[config.mk]
export PLATFORM = sky130hd
export DESIGN_NAME = heat_false_color_map_core_flat
export DESIGN_NICKNAME = d
export VERILOG_FILES = /design/src/rtl/hfcm_pkg.sv /design/src/rtl/hfcm_if.sv /design/src/rtl/heat_false_color_map_core.sv /design/src/rtl/hfcm_ratio.sv /design/src/rtl/hfcm_ramp.sv /design/src/flat_wrapper.sv
export SDC_FILE = /design/constraint.sdc
export NUM_CORES = 2
export LEC_CHECK = 0
export BUFFER_PORTS_ARGS = -buffer_cell sky130_fd_sc_hd__buf_4
export CAP_MARGIN = 20
export CORE_MARGIN = 2
export CORE_UTILIZATION = 45
export CTS_CLUSTER_SIZE = 16
export DETAILED_ROUTE_END_ITERATION = 12
export GPL_ROUTABILITY_DRIVEN = 1
export SETUP_SLACK_MARGIN = 0.2
export SKIP_CTS_REPAIR_TIMING = 1
export SYNTH_ARGS = -nofsm -noshare
export SYNTH_HDL_FRONTEND = slang
export SYNTH_SLANG_ARGS = --single-unit
[constraint.sdc]
create_clock -name clk -period 8.25 [get_ports clk]
set_input_delay 1.65 -clock clk [delete_from_list [all_inputs] [get_ports clk]]
set_output_delay 1.65 -clock clk [all_outputs]
set_load 0.1 [all_outputs]
[src/rtl/hfcm_pkg.sv]
`default_nettype none

package hfcm_pkg;

  localparam int FS_BITS = 15;
  localparam logic [FS_BITS-1:0] FS_RESET = 15'd1000;

  localparam int COLOR_BITS = 8;
  localparam logic [COLOR_BITS-1:0] COLOR_MAX = 8'd255;
  localparam logic [COLOR_BITS-1:0] BLUE_BASE = 8'd100;

  // scaled ramp value ahead of the divide by 33 or 34, always below 2^14
  localparam int RAMP_BITS = 14;

  // v / d as (v * floor(2^20 / d)) >> 20, then one correction step
  localparam int RECIP_SHIFT = 20;
  localparam int RECIP_BITS = 15;
  localparam logic [RECIP_BITS-1:0] RECIP_33 = 15'd31775;
  localparam logic [RECIP_BITS-1:0] RECIP_34 = 15'd30840;
  localparam int DIV_BITS = 6;
  localparam logic [DIV_BITS-1:0] DIV_33 = 6'd33;
  localparam logic [DIV_BITS-1:0] DIV_34 = 6'd34;
  localparam int QUOT_BITS = 9;

  typedef enum logic [1:0] {
    SEG_LOW,
    SEG_MID,
    SEG_HIGH
  } seg_t;

endpackage

`default_nettype wire

[src/rtl/hfcm_if.sv]
`default_nettype none

interface hfcm_sample_if #(
  parameter int SAMPLE_BITS = 16
);
  logic                          valid;
  logic                          ready;
  logic signed [SAMPLE_BITS-1:0] temperature;

  modport source(output valid, output temperature, input ready);
  modport sink(input valid, input temperature, output ready);
endinterface

interface hfcm_color_if;
  logic       valid;
  logic       ready;
  logic [7:0] red;
  logic [7:0] green;
  logic [7:0] blue;

  modport source(output valid, output red, output green, output blue, input ready);
  modport sink(input valid, input red, input green, input blue, output ready);
endinterface

`default_nettype wire

[src/rtl/heat_false_color_map_core.sv]
// Heat false-color map: one signed temperature sample in, one RGB color out.
// samples (sink): valid/ready/temperature, a transaction at each clock edge
//   with valid and ready both high. colors (source): valid/ready/red/green/blue.
// cfg_we/cfg_wdata write full_scale (the temperature shown as white); write it
//   only while no sample is in flight. A value of zero acts as one.
// Samples below zero give dark blue, samples above full_scale give white.
// Throughput: one sample per clock while the output is not stalled. The ratio
//   t/full_scale comes from a restoring divider with one quotient bit per
//   stage, so the pipe is RATIO_FRAC_BITS + 6 registers deep.
// Stall: each stage holds while it is full and the next one cannot take it;
//   empty stages keep filling, so samples are still taken until the pipe is full.
// Reset (rst, synchronous): empties the pipe and sets full_scale to 1000.
`default_nettype none

module heat_false_color_map_core
  import hfcm_pkg::*;
#(
  parameter int SAMPLE_BITS     = 16,
  parameter int RATIO_FRAC_BITS = 16
) (
  input  wire logic               clk,
  input  wire logic               rst,
  hfcm_sample_if.sink             samples,
  hfcm_color_if.source            colors,
  input  wire logic               cfg_we,
  input  wire logic [FS_BITS-1:0] cfg_wdata
);

  logic [FS_BITS-1:0]     full_scale;
  logic [FS_BITS-1:0]     fs_eff;
  logic                   ratio_valid;
  logic                   ratio_ready;
  logic [RATIO_FRAC_BITS:0] ratio;

  always_ff @(posedge clk) begin
    if (rst) begin
      full_scale <= FS_RESET;
    end else if (cfg_we) begin
      full_scale <= cfg_wdata;
    end
  end

  assign fs_eff = (full_scale == '0) ? FS_BITS'(1) : full_scale;

  hfcm_ratio #(
    .SAMPLE_BITS (SAMPLE_BITS),
    .FRAC_BITS   (RATIO_FRAC_BITS)
  ) u_ratio (
    .clk         (clk),
    .rst         (rst),
    .in_valid    (samples.valid),
    .in_ready    (samples.ready),
    .temperature (samples.temperature),
    .full_scale  (fs_eff),
    .out_valid   (ratio_valid),
    .out_ready   (ratio_ready),
    .ratio       (ratio)
  );

  hfcm_ramp #(
    .FRAC_BITS (RATIO_FRAC_BITS)
  ) u_ramp (
    .clk       (clk),
    .rst       (rst),
    .in_valid  (ratio_valid),
    .in_ready  (ratio_ready),
    .ratio     (ratio),
    .out_valid (colors.valid),
    .out_ready (colors.ready),
    .red       (colors.red),
    .green     (colors.green),
    .blue      (colors.blue)
  );

endmodule

`default_nettype wire

[src/rtl/hfcm_ratio.sv]
`default_nettype none

module hfcm_ratio
  import hfcm_pkg::*;
#(
  parameter int SAMPLE_BITS = 16,
  parameter int FRAC_BITS   = 16
) (
  input  wire logic                          clk,
  input  wire logic                          rst,
  input  wire logic                          in_valid,
  output logic                               in_ready,
  input  wire logic signed [SAMPLE_BITS-1:0] temperature,
  input  wire logic [FS_BITS-1:0]            full_scale,
  output logic                               out_valid,
  input  wire logic                          out_ready,
  output logic [FRAC_BITS:0]                 ratio
);

  localparam int STAGES = FRAC_BITS + 2;
  localparam int QW     = FRAC_BITS + 1;
  localparam int CW     = (SAMPLE_BITS > FS_BITS + 1) ? SAMPLE_BITS : FS_BITS + 1;
  localparam logic [QW-1:0] RATIO_ONE = QW'(1) << FRAC_BITS;

  logic              vld [STAGES];
  logic              adv [STAGES];
  logic [FS_BITS-1:0] rem [STAGES];
  logic [QW-1:0]     quo [STAGES];

  logic [CW-1:0]      t_ext;
  logic [CW-1:0]      fs_ext;
  logic [FS_BITS-1:0] t_next;

  assign t_ext  = CW'($unsigned(temperature));
  assign fs_ext = CW'(full_scale);

  always_comb begin
    if (temperature[SAMPLE_BITS-1]) begin
      t_next = '0;
    end else if (t_ext > fs_ext) begin
      t_next = full_scale;
    end else begin
      t_next = t_ext[FS_BITS-1:0];
    end
  end

  // clamp stage
  assign adv[0] = !vld[0] || adv[1];

  always_ff @(posedge clk) begin
    if (rst) begin
      vld[0] <= 1'b0;
    end else if (adv[0]) begin
      vld[0] <= in_valid;
    end
    if (adv[0]) begin
      rem[0] <= t_next;
      quo[0] <= '0;
    end
  end

  // restoring divide, one quotient bit per stage, MSB (integer bit) first
  for (genvar i = 1; i < STAGES; i++) begin : g_div
    logic [FS_BITS:0]   x;
    logic [FS_BITS-1:0] diff;
    logic               ge;

    if (i == 1) begin : g_first
      assign x = {1'b0, rem[i-1]};
    end else begin : g_rest
      assign x = {rem[i-1], 1'b0};
    end

    assign diff = x[FS_BITS-1:0] - full_scale;
    assign ge   = (x >= {1'b0, full_scale});

    if (i == STAGES - 1) begin : g_last
      assign adv[i] = !vld[i] || out_ready;
    end else begin : g_mid
      assign adv[i] = !vld[i] || adv[i+1];
    end

    always_ff @(posedge clk) begin
      if (rst) begin
        vld[i] <= 1'b0;
      end else if (adv[i]) begin
        vld[i] <= vld[i-1];
      end
      if (adv[i]) begin
        rem[i] <= ge ? diff : x[FS_BITS-1:0];
        quo[i] <= {quo[i-1][QW-2:0], ge};
      end
    end
  end

  assign in_ready  = adv[0];
  assign out_valid = vld[STAGES-1];
  assign ratio     = quo[STAGES-1];

`ifndef NO_ASSERTIONS
  a_ratio_range: assert property (@(posedge clk) disable iff (rst)
    out_valid |-> ratio <= RATIO_ONE)
    else $error("ratio above full scale");
`endif

endmodule

`default_nettype wire

[src/rtl/hfcm_ramp.sv]
`default_nettype none

module hfcm_ramp
  import hfcm_pkg::*;
#(
  parameter int FRAC_BITS = 16
) (
  input  wire logic                  clk,
  input  wire logic                  rst,
  input  wire logic                  in_valid,
  output logic                       in_ready,
  input  wire logic [FRAC_BITS:0]    ratio,
  output logic                       out_valid,
  input  wire logic                  out_ready,
  output logic [COLOR_BITS-1:0]      red,
  output logic [COLOR_BITS-1:0]      green,
  output logic [COLOR_BITS-1:0]      blue
);

  localparam int QW = FRAC_BITS + 1;
  localparam int DW = FRAC_BITS + 7;
  localparam int PW = DW + COLOR_BITS;
  localparam int MW = RAMP_BITS + RECIP_BITS;
  localparam longint D33 = 33 * (longint'(1) << FRAC_BITS);
  localparam longint D66 = 66 * (longint'(1) << FRAC_BITS);
  localparam longint T1  = (D33 + 50) / 100;
  localparam longint T2  = (D66 + 50) / 100;
  localparam logic [DW-1:0] D33_W = DW'(D33);
  localparam logic [DW-1:0] D66_W = DW'(D66);
  localparam logic [QW-1:0] T1_W  = QW'(T1);
  localparam logic [QW-1:0] T2_W  = QW'(T2);

  function automatic logic [COLOR_BITS-1:0] sat_color(input logic [QUOT_BITS-1:0] v);
    logic [COLOR_BITS-1:0] r;
    if (v > QUOT_BITS'(COLOR_MAX)) begin
      r = COLOR_MAX;
    end else begin
      r = v[COLOR_BITS-1:0];
    end
    return r;
  endfunction

  logic adv_a, adv_b, adv_c, adv_d;
  logic vld_a, vld_b, vld_c, vld_d;

  // stage A: segment and offset from the segment start (low-segment blue: distance to its end)
  logic [DW-1:0] p100;
  seg_t          seg_next;
  logic [DW-1:0] dr_next, dg_next, db_next;
  seg_t          seg_a;
  logic [DW-1:0] dr_a, dg_a, db_a;

  assign p100 = DW'(ratio) * DW'(100);

  always_comb begin
    if (ratio < T1_W) begin
      seg_next = SEG_LOW;
    end else if (ratio < T2_W) begin
      seg_next = SEG_MID;
    end else begin
      seg_next = SEG_HIGH;
    end
    dr_next = '0;
    dg_next = '0;
    db_next = '0;
    case (seg_next)
      SEG_LOW: begin
        dr_next = p100;
        db_next = (D33_W > p100) ? D33_W - p100 : '0;
      end
      SEG_MID: begin
        dg_next = (p100 > D33_W) ? p100 - D33_W : '0;
      end
      SEG_HIGH: begin
        db_next = (p100 > D66_W) ? p100 - D66_W : '0;
      end
      default: begin
        dr_next = '0;
      end
    endcase
  end

  always_ff @(posedge clk) begin
    if (rst) begin
      vld_a <= 1'b0;
    end else if (adv_a) begin
      vld_a <= in_valid;
    end
    if (adv_a) begin
      seg_a <= seg_next;
      dr_a  <= dr_next;
      dg_a  <= dg_next;
      db_a  <= db_next;
    end
  end

  // stage B: scale by channel span, drop fraction bits
  logic [PW-1:0]         pr, pg, pb;
  logic [COLOR_BITS-1:0] kb;
  seg_t                  seg_b;
  logic [RAMP_BITS-1:0]  vr_b, vg_b, vb_b;

  assign kb = (seg_a == SEG_LOW) ? BLUE_BASE : COLOR_MAX;
  assign pr = PW'(dr_a) * PW'(COLOR_MAX);
  assign pg = PW'(dg_a) * PW'(COLOR_MAX);
  assign pb = PW'(db_a) * PW'(kb);

  always_ff @(posedge clk) begin
    if (rst) begin
      vld_b <= 1'b0;
    end else if (adv_b) begin
      vld_b <= vld_a;
    end
    if (adv_b) begin
      seg_b <= seg_a;
      vr_b  <= RAMP_BITS'(pr >> FRAC_BITS);
      vg_b  <= RAMP_BITS'(pg >> FRAC_BITS);
      vb_b  <= RAMP_BITS'(pb >> FRAC_BITS);
    end
  end

  // stage C: quotient estimate by reciprocal
  logic [RECIP_BITS-1:0] mb;
  logic [MW-1:0]         mr, mg, mbl;
  seg_t                  seg_c;
  logic [RAMP_BITS-1:0]  vr_c, vg_c, vb_c;
  logic [QUOT_BITS-1:0]  qr_c, qg_c, qb_c;

  assign mb  = (seg_b == SEG_HIGH) ? RECIP_34 : RECIP_33;
  assign mr  = MW'(vr_b) * MW'(RECIP_33);
  assign mg  = MW'(vg_b) * MW'(RECIP_33);
  assign mbl = MW'(vb_b) * MW'(mb);

  always_ff @(posedge clk) begin
    if (rst) begin
      vld_c <= 1'b0;
    end else if (adv_c) begin
      vld_c <= vld_b;
    end
    if (adv_c) begin
      seg_c <= seg_b;
      vr_c  <= vr_b;
      vg_c  <= vg_b;
      vb_c  <= vb_b;
      qr_c  <= QUOT_BITS'(mr >> RECIP_SHIFT);
      qg_c  <= QUOT_BITS'(mg >> RECIP_SHIFT);
      qb_c  <= QUOT_BITS'(mbl >> RECIP_SHIFT);
    end
  end

  // stage D: one correction step, saturate, select by segment
  logic [DIV_BITS-1:0]   dvb;
  logic [RAMP_BITS-1:0]  rr, rg, rb;
  logic [QUOT_BITS-1:0]  fr, fg, fb;
  logic [COLOR_BITS-1:0] red_next, green_next, blue_next;

  assign dvb = (seg_c == SEG_HIGH) ? DIV_34 : DIV_33;
  assign rr  = vr_c - RAMP_BITS'(qr_c) * RAMP_BITS'(DIV_33);
  assign rg  = vg_c - RAMP_BITS'(qg_c) * RAMP_BITS'(DIV_33);
  assign rb  = vb_c - RAMP_BITS'(qb_c) * RAMP_BITS'(dvb);
  assign fr  = qr_c + QUOT_BITS'(rr >= RAMP_BITS'(DIV_33));
  assign fg  = qg_c + QUOT_BITS'(rg >= RAMP_BITS'(DIV_33));
  assign fb  = qb_c + QUOT_BITS'(rb >= RAMP_BITS'(dvb));

  always_comb begin
    case (seg_c)
      SEG_LOW: begin
        red_next   = sat_color(fr);
        green_next = '0;
        blue_next  = sat_color(fb);
      end
      SEG_MID: begin
        red_next   = COLOR_MAX;
        green_next = sat_color(fg);
        blue_next  = '0;
      end
      SEG_HIGH: begin
        red_next   = COLOR_MAX;
        green_next = COLOR_MAX;
        blue_next  = sat_color(fb);
      end
      default: begin
        red_next   = COLOR_MAX;
        green_next = COLOR_MAX;
        blue_next  = COLOR_MAX;
      end
    endcase
  end

  always_ff @(posedge clk) begin
    if (rst) begin
      vld_d <= 1'b0;
    end else if (adv_d) begin
      vld_d <= vld_c;
    end
    if (adv_d) begin
      red   <= red_next;
      green <= green_next;
      blue  <= blue_next;
    end
  end

  assign adv_d     = !vld_d || out_ready;
  assign adv_c     = !vld_c || adv_d;
  assign adv_b     = !vld_b || adv_c;
  assign adv_a     = !vld_a || adv_b;
  assign in_ready  = adv_a;
  assign out_valid = vld_d;

`ifndef NO_ASSERTIONS
  a_green_needs_red: assert property (@(posedge clk) disable iff (rst)
    out_valid && green != '0 |-> red == COLOR_MAX)
    else $error("green ramp without full red");

  a_red_ramp_no_green: assert property (@(posedge clk) disable iff (rst)
    out_valid && red != COLOR_MAX |-> green == '0)
    else $error("low segment color inconsistent");

  a_red_corr: assert property (@(posedge clk) disable iff (rst)
    vld_c |-> rr < RAMP_BITS'(2 * DIV_33))
    else $error("red quotient estimate off by more than one");

  a_blue_corr: assert property (@(posedge clk) disable iff (rst)
    vld_c |-> rb < RAMP_BITS'(2 * dvb))
    else $error("blue quotient estimate off by more than one");
`endif

endmodule

`default_nettype wire

[src/flat_wrapper.sv]
// flat-port wrapper written by rule: the top's interface ports become plain ports
module heat_false_color_map_core_flat import hfcm_pkg::*;
#(
  parameter int SAMPLE_BITS     = 16,
  parameter int RATIO_FRAC_BITS = 16
)
  (clk, rst, cfg_we, cfg_wdata, samples_valid, samples_temperature, samples_ready, colors_valid, colors_red, colors_green, colors_blue, colors_ready);
  hfcm_sample_if #(.SAMPLE_BITS(SAMPLE_BITS)) samples_i ();
  hfcm_color_if colors_i ();
  input  wire logic clk;
  input  wire logic rst;
  input  wire logic cfg_we;
  input  wire logic [FS_BITS-1:0] cfg_wdata;
  input wire logic [$bits(samples_i.valid)-1:0] samples_valid;
  input wire logic [$bits(samples_i.temperature)-1:0] samples_temperature;
  output wire logic [$bits(samples_i.ready)-1:0] samples_ready;
  output wire logic [$bits(colors_i.valid)-1:0] colors_valid;
  output wire logic [$bits(colors_i.red)-1:0] colors_red;
  output wire logic [$bits(colors_i.green)-1:0] colors_green;
  output wire logic [$bits(colors_i.blue)-1:0] colors_blue;
  input wire logic [$bits(colors_i.ready)-1:0] colors_ready;
  assign samples_i.valid = samples_valid;
  assign samples_i.temperature = samples_temperature;
  assign samples_ready = samples_i.ready;
  assign colors_valid = colors_i.valid;
  assign colors_red = colors_i.red;
  assign colors_green = colors_i.green;
  assign colors_blue = colors_i.blue;
  assign colors_i.ready = colors_ready;
  heat_false_color_map_core #(.SAMPLE_BITS(SAMPLE_BITS), .RATIO_FRAC_BITS(RATIO_FRAC_BITS)) u_core (.clk(clk), .rst(rst), .samples(samples_i), .colors(colors_i), .cfg_we(cfg_we), .cfg_wdata(cfg_wdata));
endmodule
## Word level (Yosys, flattened, before mapping)

Memory sizes are Yosys's and may differ from the RTL's.
Cells that the tools add are included.

- Magnitude comparators: 29
- Mux-type cells: 124
- Bitwise gates (word level): 19
- $add $sub $neg: 26
- Reduce and logical (&&, ||, !) cells: 51
- $mul: 10
- Equality and inequality tests: 5

Operators with widths:

| kind | number |
|---|---|
| $mux W15 | 20 |
| $ge A16 B15 Y1 | 16 |
| $sub A15 B15 Y15 | 17 |
| $mux W1 | 92 |
| $mul A23 B8 Y30 const B | 2 |
| $mul A14 B15 Y29 const B | 2 |
| $mux W23 | 2 |
| $pmux W23 S2 | 1 |
| $sub A14 B14 Y14 | 3 |
| $pmux W8 S2 | 2 |
| $mul A23 B8 Y30 | 1 |
| $mul A14 B15 Y29 | 1 |
| $ge A14 B6 Y1 const B | 2 |
| $mul A9 B6 Y14 const B | 2 |
| $add A9 B1 Y9 | 3 |
| $gt A9 B8 Y1 const B | 3 |
| $mux W8 | 3 |
| $gt A22 B23 Y1 const A | 1 |
| $gt A23 B22 Y1 const B | 1 |
| $gt A23 B23 Y1 const B | 1 |
| $sub A22 B23 Y23 const A | 1 |
| $sub A23 B22 Y23 const B | 1 |
| $sub A23 B23 Y23 const B | 1 |
| $logic_not A1 Y1 | 22 |
| other kinds (18) | 64 |

- Input port bits: 36
- Memory bits (writable): 594
- Memories kept: 3
- Register bits: 229
- Logic and storage cells: 291
- Output and inout bits: 26

Memories:

| name | depth | width | read ports | clocked after Yosys merged registers in | write ports | line | source |
|---|---|---|---|---|---|---|---|
| u_core.u_ratio.quo | 18 | 17 | 18 | 0 | 18 | hfcm_ratio.sv:28 | `logic [QW-1:0] quo [STAGES];` |
| u_core.u_ratio.rem | 18 | 15 | 17 | 0 | 18 | hfcm_ratio.sv:27 | `logic [FS_BITS-1:0] rem [STAGES];` |
| u_core.u_ratio.vld | 18 | 1 | 18 | 0 | 18 | hfcm_ratio.sv:25 | `logic vld [STAGES];` |

## Longest topological paths before layout

- Word-level depth: 27
- Mapped depth: 26
- Mapped depth without buffers: 26

## Hierarchy

A second synthesis with hierarchy kept.

- Cells, all modules: 5823
- Area total of the unflattened synthesis: 62809.0 um2

By module, submodules not included:

| module | cells each | area an instance (um2) | instances |
|---|---|---|---|
| hfcm_ramp | 3235 | 34361.7 | 1 |
| hfcm_ratio | 2521 | 27806.7 | 1 |
| heat_false_color_map_core | 67 | 640.6 | 1 |

## Least setup slack after synthesis

No wires, ideal clock.

- Path type: input to output
- From: input port colors_ready
- To: output port samples_ready
- Setup slack: 0.805 ns
- Arrival: 5.795 ns
- Cell stages on the path: 11
- Path through: and2b_1 inv_1 nor2_1 and3_1 buf_2 inv_1 nor2_1 inv_1 nor3_1 and3_1 nand3_1

RTL lines:

| what | line | source |
|---|---|---|
| from (decl) | flat_wrapper.sv:21 | `input wire logic [$bits(colors_i.ready)-1:0] colors_ready;` |
| to (decl) | flat_wrapper.sv:16 | `output wire logic [$bits(samples_i.ready)-1:0] samples_ready;` |

## Final worst setup path

- From: register u_core.u_ramp.seg_b[0]
- To: register u_core.u_ramp.qb_c[8], data pin

- Cells in the longest elaborated chain, start to end: 3

RTL lines:

| what | line | source |
|---|---|---|
| from (decl) | hfcm_ramp.sv:100 | `seg_t seg_b;` |
| from (signal assigned) | hfcm_ramp.sv:115 | `seg_b <= seg_a;` |
| $eq A2 B2 Y1 | hfcm_ramp.sv:129 | `assign mb = (seg_b == SEG_HIGH) ? RECIP_34 : RECIP_33;` |
| $mux W11 | hfcm_ramp.sv:129 |  |
| $mul A14 B15 Y29 | hfcm_ramp.sv:132 | `assign mbl = MW'(vb_b) * MW'(mb);` |
| net u_core.u_ramp.mbl[28] | hfcm_ramp.sv:124 | `logic [MW-1:0] mr, mg, mbl;` |
| to (signal assigned) | hfcm_ramp.sv:147 | `qb_c <= QUOT_BITS'(mbl >> RECIP_SHIFT);` |
| to (decl) | hfcm_ramp.sv:127 | `logic [QUOT_BITS-1:0] qr_c, qg_c, qb_c;` |

The timed path passes the listed nets, and every way through them passes these cells.
A chain may end at the register's enable or synchronous reset.

==> out/metrics.csv <==
metric;value;unit
Hold Violations, Final;0;
CP cell instances;nor2b_1 -> buf_4 -> nor2_1 -> fa_1 -> inv_1 -> fa_1 -> inv_1 -> fa_1 -> inv_1 -> fa_1 -> inv_1 -> fa_1 -> fa_1 -> ha_1 -> a21o_1 -> a21o_1 -> a21oi_1 -> o221ai_1 -> a21oi_1 -> o21ai_0 -> o41a_1 -> and4_1 -> or3_1;
CTS Root Cell;clkbuf_16;
# diodes;0;
status;finished, final reports clean;
min setup slack post-route;1.24;ns
RSZ-0062 raised after global routing;no;
Initial Util;45.4;%
Rows;135;
Synth Register Bits;649;
port bufs;61;
most frequent cell after synthesis;ha_1;
WS Path Type;reg -> reg;
area post-placement;64500;µm²
met1 Use GR;23.6;%
most used cell, CP;fa_1;
global-route wire length before repair;216;mm
CP Max Fanout;15;
Slew headroom;29.9;%
worst path required time;8.67;ns
Period minus WS final;7.01;ns
total of max-cap violations;0;
Unique masters post-synth;93;
gr usage total;19.2;%
area share of the largest cell type after synthesis;30.7;%
area added between synthesis and finish;8.84;%
slowest stage delay, CP;0.56;ns
routed vias/inst;5.29;
fin nets;7235;
htree depth;3;
routed wire length;132;mm
area of the core;136000;µm²
CTS tree;done;
slowest CP cell;fa_1;
dpl hpwl;104;mm
design area;67100;µm²
Critical Path AT;7.43;ns
CTS sink count;649;
measured slew at the worst slew-check pin;1.05;ns
syn_area_per_cell;11.0;µm²
post-route ant nets;0;
min-delay worst type;reg -> reg;
Post-synth top cells;ha_1, inv_1, edfxtp_1, fa_1, nor2_1;
final core utilization;49.5;%
fmax;143;MHz
die area;140000;µm²
final setup skew;0.0290;ns
CP endpoint kind;register;
Worst path top cell family by delay;adder cells;
Synth Cell Area;61600;µm²
Via Count;40200;
Place WS;1.16;ns
M2 GR Usage;34.1;%
Synth area leader;edfxtp_1;
Pins Over Slew Limit;0;
drt wl/cell;17.4;µm
Sequential Area;19300;µm²
Overflow after GRT;0;
top cells by area, synth;edfxtp_1, fa_1, ha_1;
EDFF count, synth;630;
proportion of layout cells with a drive suffix above 1;7.69;%
Top Usage Layer GRT;met2;
Remaining DRCs;0;
Fin Setup TNS;0;ns
Worst-path clk slew;0.06;ns
register area share after synthesis;31.3;%
GPL Wtd Cong;0.864;
DR iter-0 viols;1804;
Die Y;374;µm
Buf+Inv Stages, Crit Path;5;
Die W;374;µm
vias in the first global route;41800;
Synth Warn #;0;
GRT met3 Usage;2.62;%
antenna violations before repair;0;
Post-synth ARST share;0;%
Top Ports;62;
Synth Flop Type;edfxtp_1;
Final Cycle Share;85.0;%
Finish-stage setup viols;0;
area occupied by multi-input gates;38900;µm²
largest net degree at the start of global routing;70;
Detailed Routing Iterations Pass 1;5;
Startpoint Class;register;
TritonCTS buffer count;78;
Filler Cell Count;12100;
Clk Latency, worst-skew pair;0.69;ns
Syn Inst Count;5618;
CTS Buffer Depth;3;
[flip-flops by register name, indices dropped and copies added (netlist names), 15 cells and up]
signal / flops
u_core.u_ratio.vld: 18
u_core.full_scale: 15
u_core.u_ramp.dr_a: 21
u_core.u_ratio.rem: 255
u_core.u_ramp.db_a: 21
u_core.u_ramp.dg_a: 21
u_core.u_ratio.quo: 153
[worst register-to-register path: cells and delay by family (launching register included)]
family,cells,cell delay (ns)
adders and majority gates,7,3.41
AOI/OAI and AO/OA,7,1.64
buffers and inverters,5,0.43
DFF,1,0.39
and+or+nand+nor,4,0.86
[final timing paths]
| path | start | depth (start not counted) | slack, ns | end |
|---|---|---|---|---|
| setup / recovery | u_core.u_ramp.seg_b[0] | 23 | 1.24 | u_core.u_ramp.qb_c[8] |
| hold / removal | u_core.u_ratio.quo[9][0] | 0 | 0.40 | u_core.u_ratio.quo[10][1] |
| setup reg to reg | u_core.u_ramp.seg_b[0] | 23 | 1.24 | u_core.u_ramp.qb_c[8] |
| hold reg to reg | u_core.u_ratio.quo[9][0] | 0 | 0.40 | u_core.u_ratio.quo[10][1] |
[cells in the final DEF, fill, tap and decap left out, drive strengths merged, types with 46 or more instances in the layout]
master  count
mux2      152
inv       859
nor3       71
o21a       50
fa        559
ha        889
nand3      63
and3       46
a21o      172
nand4      66
clkbuf     96
o21ai     177
nor2      414
a21oi     346
and2       46
nand2     187
edfxtp    630
buf       106
xnor2     215
xor2      110
[area by class of cell]
| type | instances | share of cell area (%) |
|---|---|---|
| repair buffers | 106 | 1.26 |
| clock inverters | 47 | 0.651 |
| inverters | 858 | 4.80 |
| well taps | 1781 | 3.32 |
| flip-flops and latches | 649 | 28.8 |
| multi-input cells | 4058 | 58.1 |
| clock buffers | 96 | 3.15 |
[per-stage QoR]
stage	hold WS [ns]	cells
after floorplan	0.400	5622
after global placement	0.401	7445
after detailed placement	0.405	7448
after CTS	0.401	7591
after global routing	0.412	7595
final	0.401	7595
[routing by layer]
metal  vias to the layer above  routed length, µm
li1                      19900                  -
met1                     19500              56800
met2                       589              66500
met3                       225               3970
met4                         0               4790
met5                         -                  0
[kinds of logic (layout without fill, tap and decap cells)]
family                     count (synthesis)  after routing  synth area share (%)
muxes                                    170            170                  3.07
xor gates and xnor gates                 325            325                  4.63
DFF                                      649            649                  31.3
adders and majority gates               1448           1448                  36.2
AOI/OAI and AO/OA                       1045           1045                  10.9
other                                      2              6                0.0122
and+or+nand+nor                         1064           1064                  8.26
buffers and inverters                    915           1107                  5.64
Power is not shown: default switching activity piles up to over one toggle a cycle in this logic, so the estimate is an artifact.
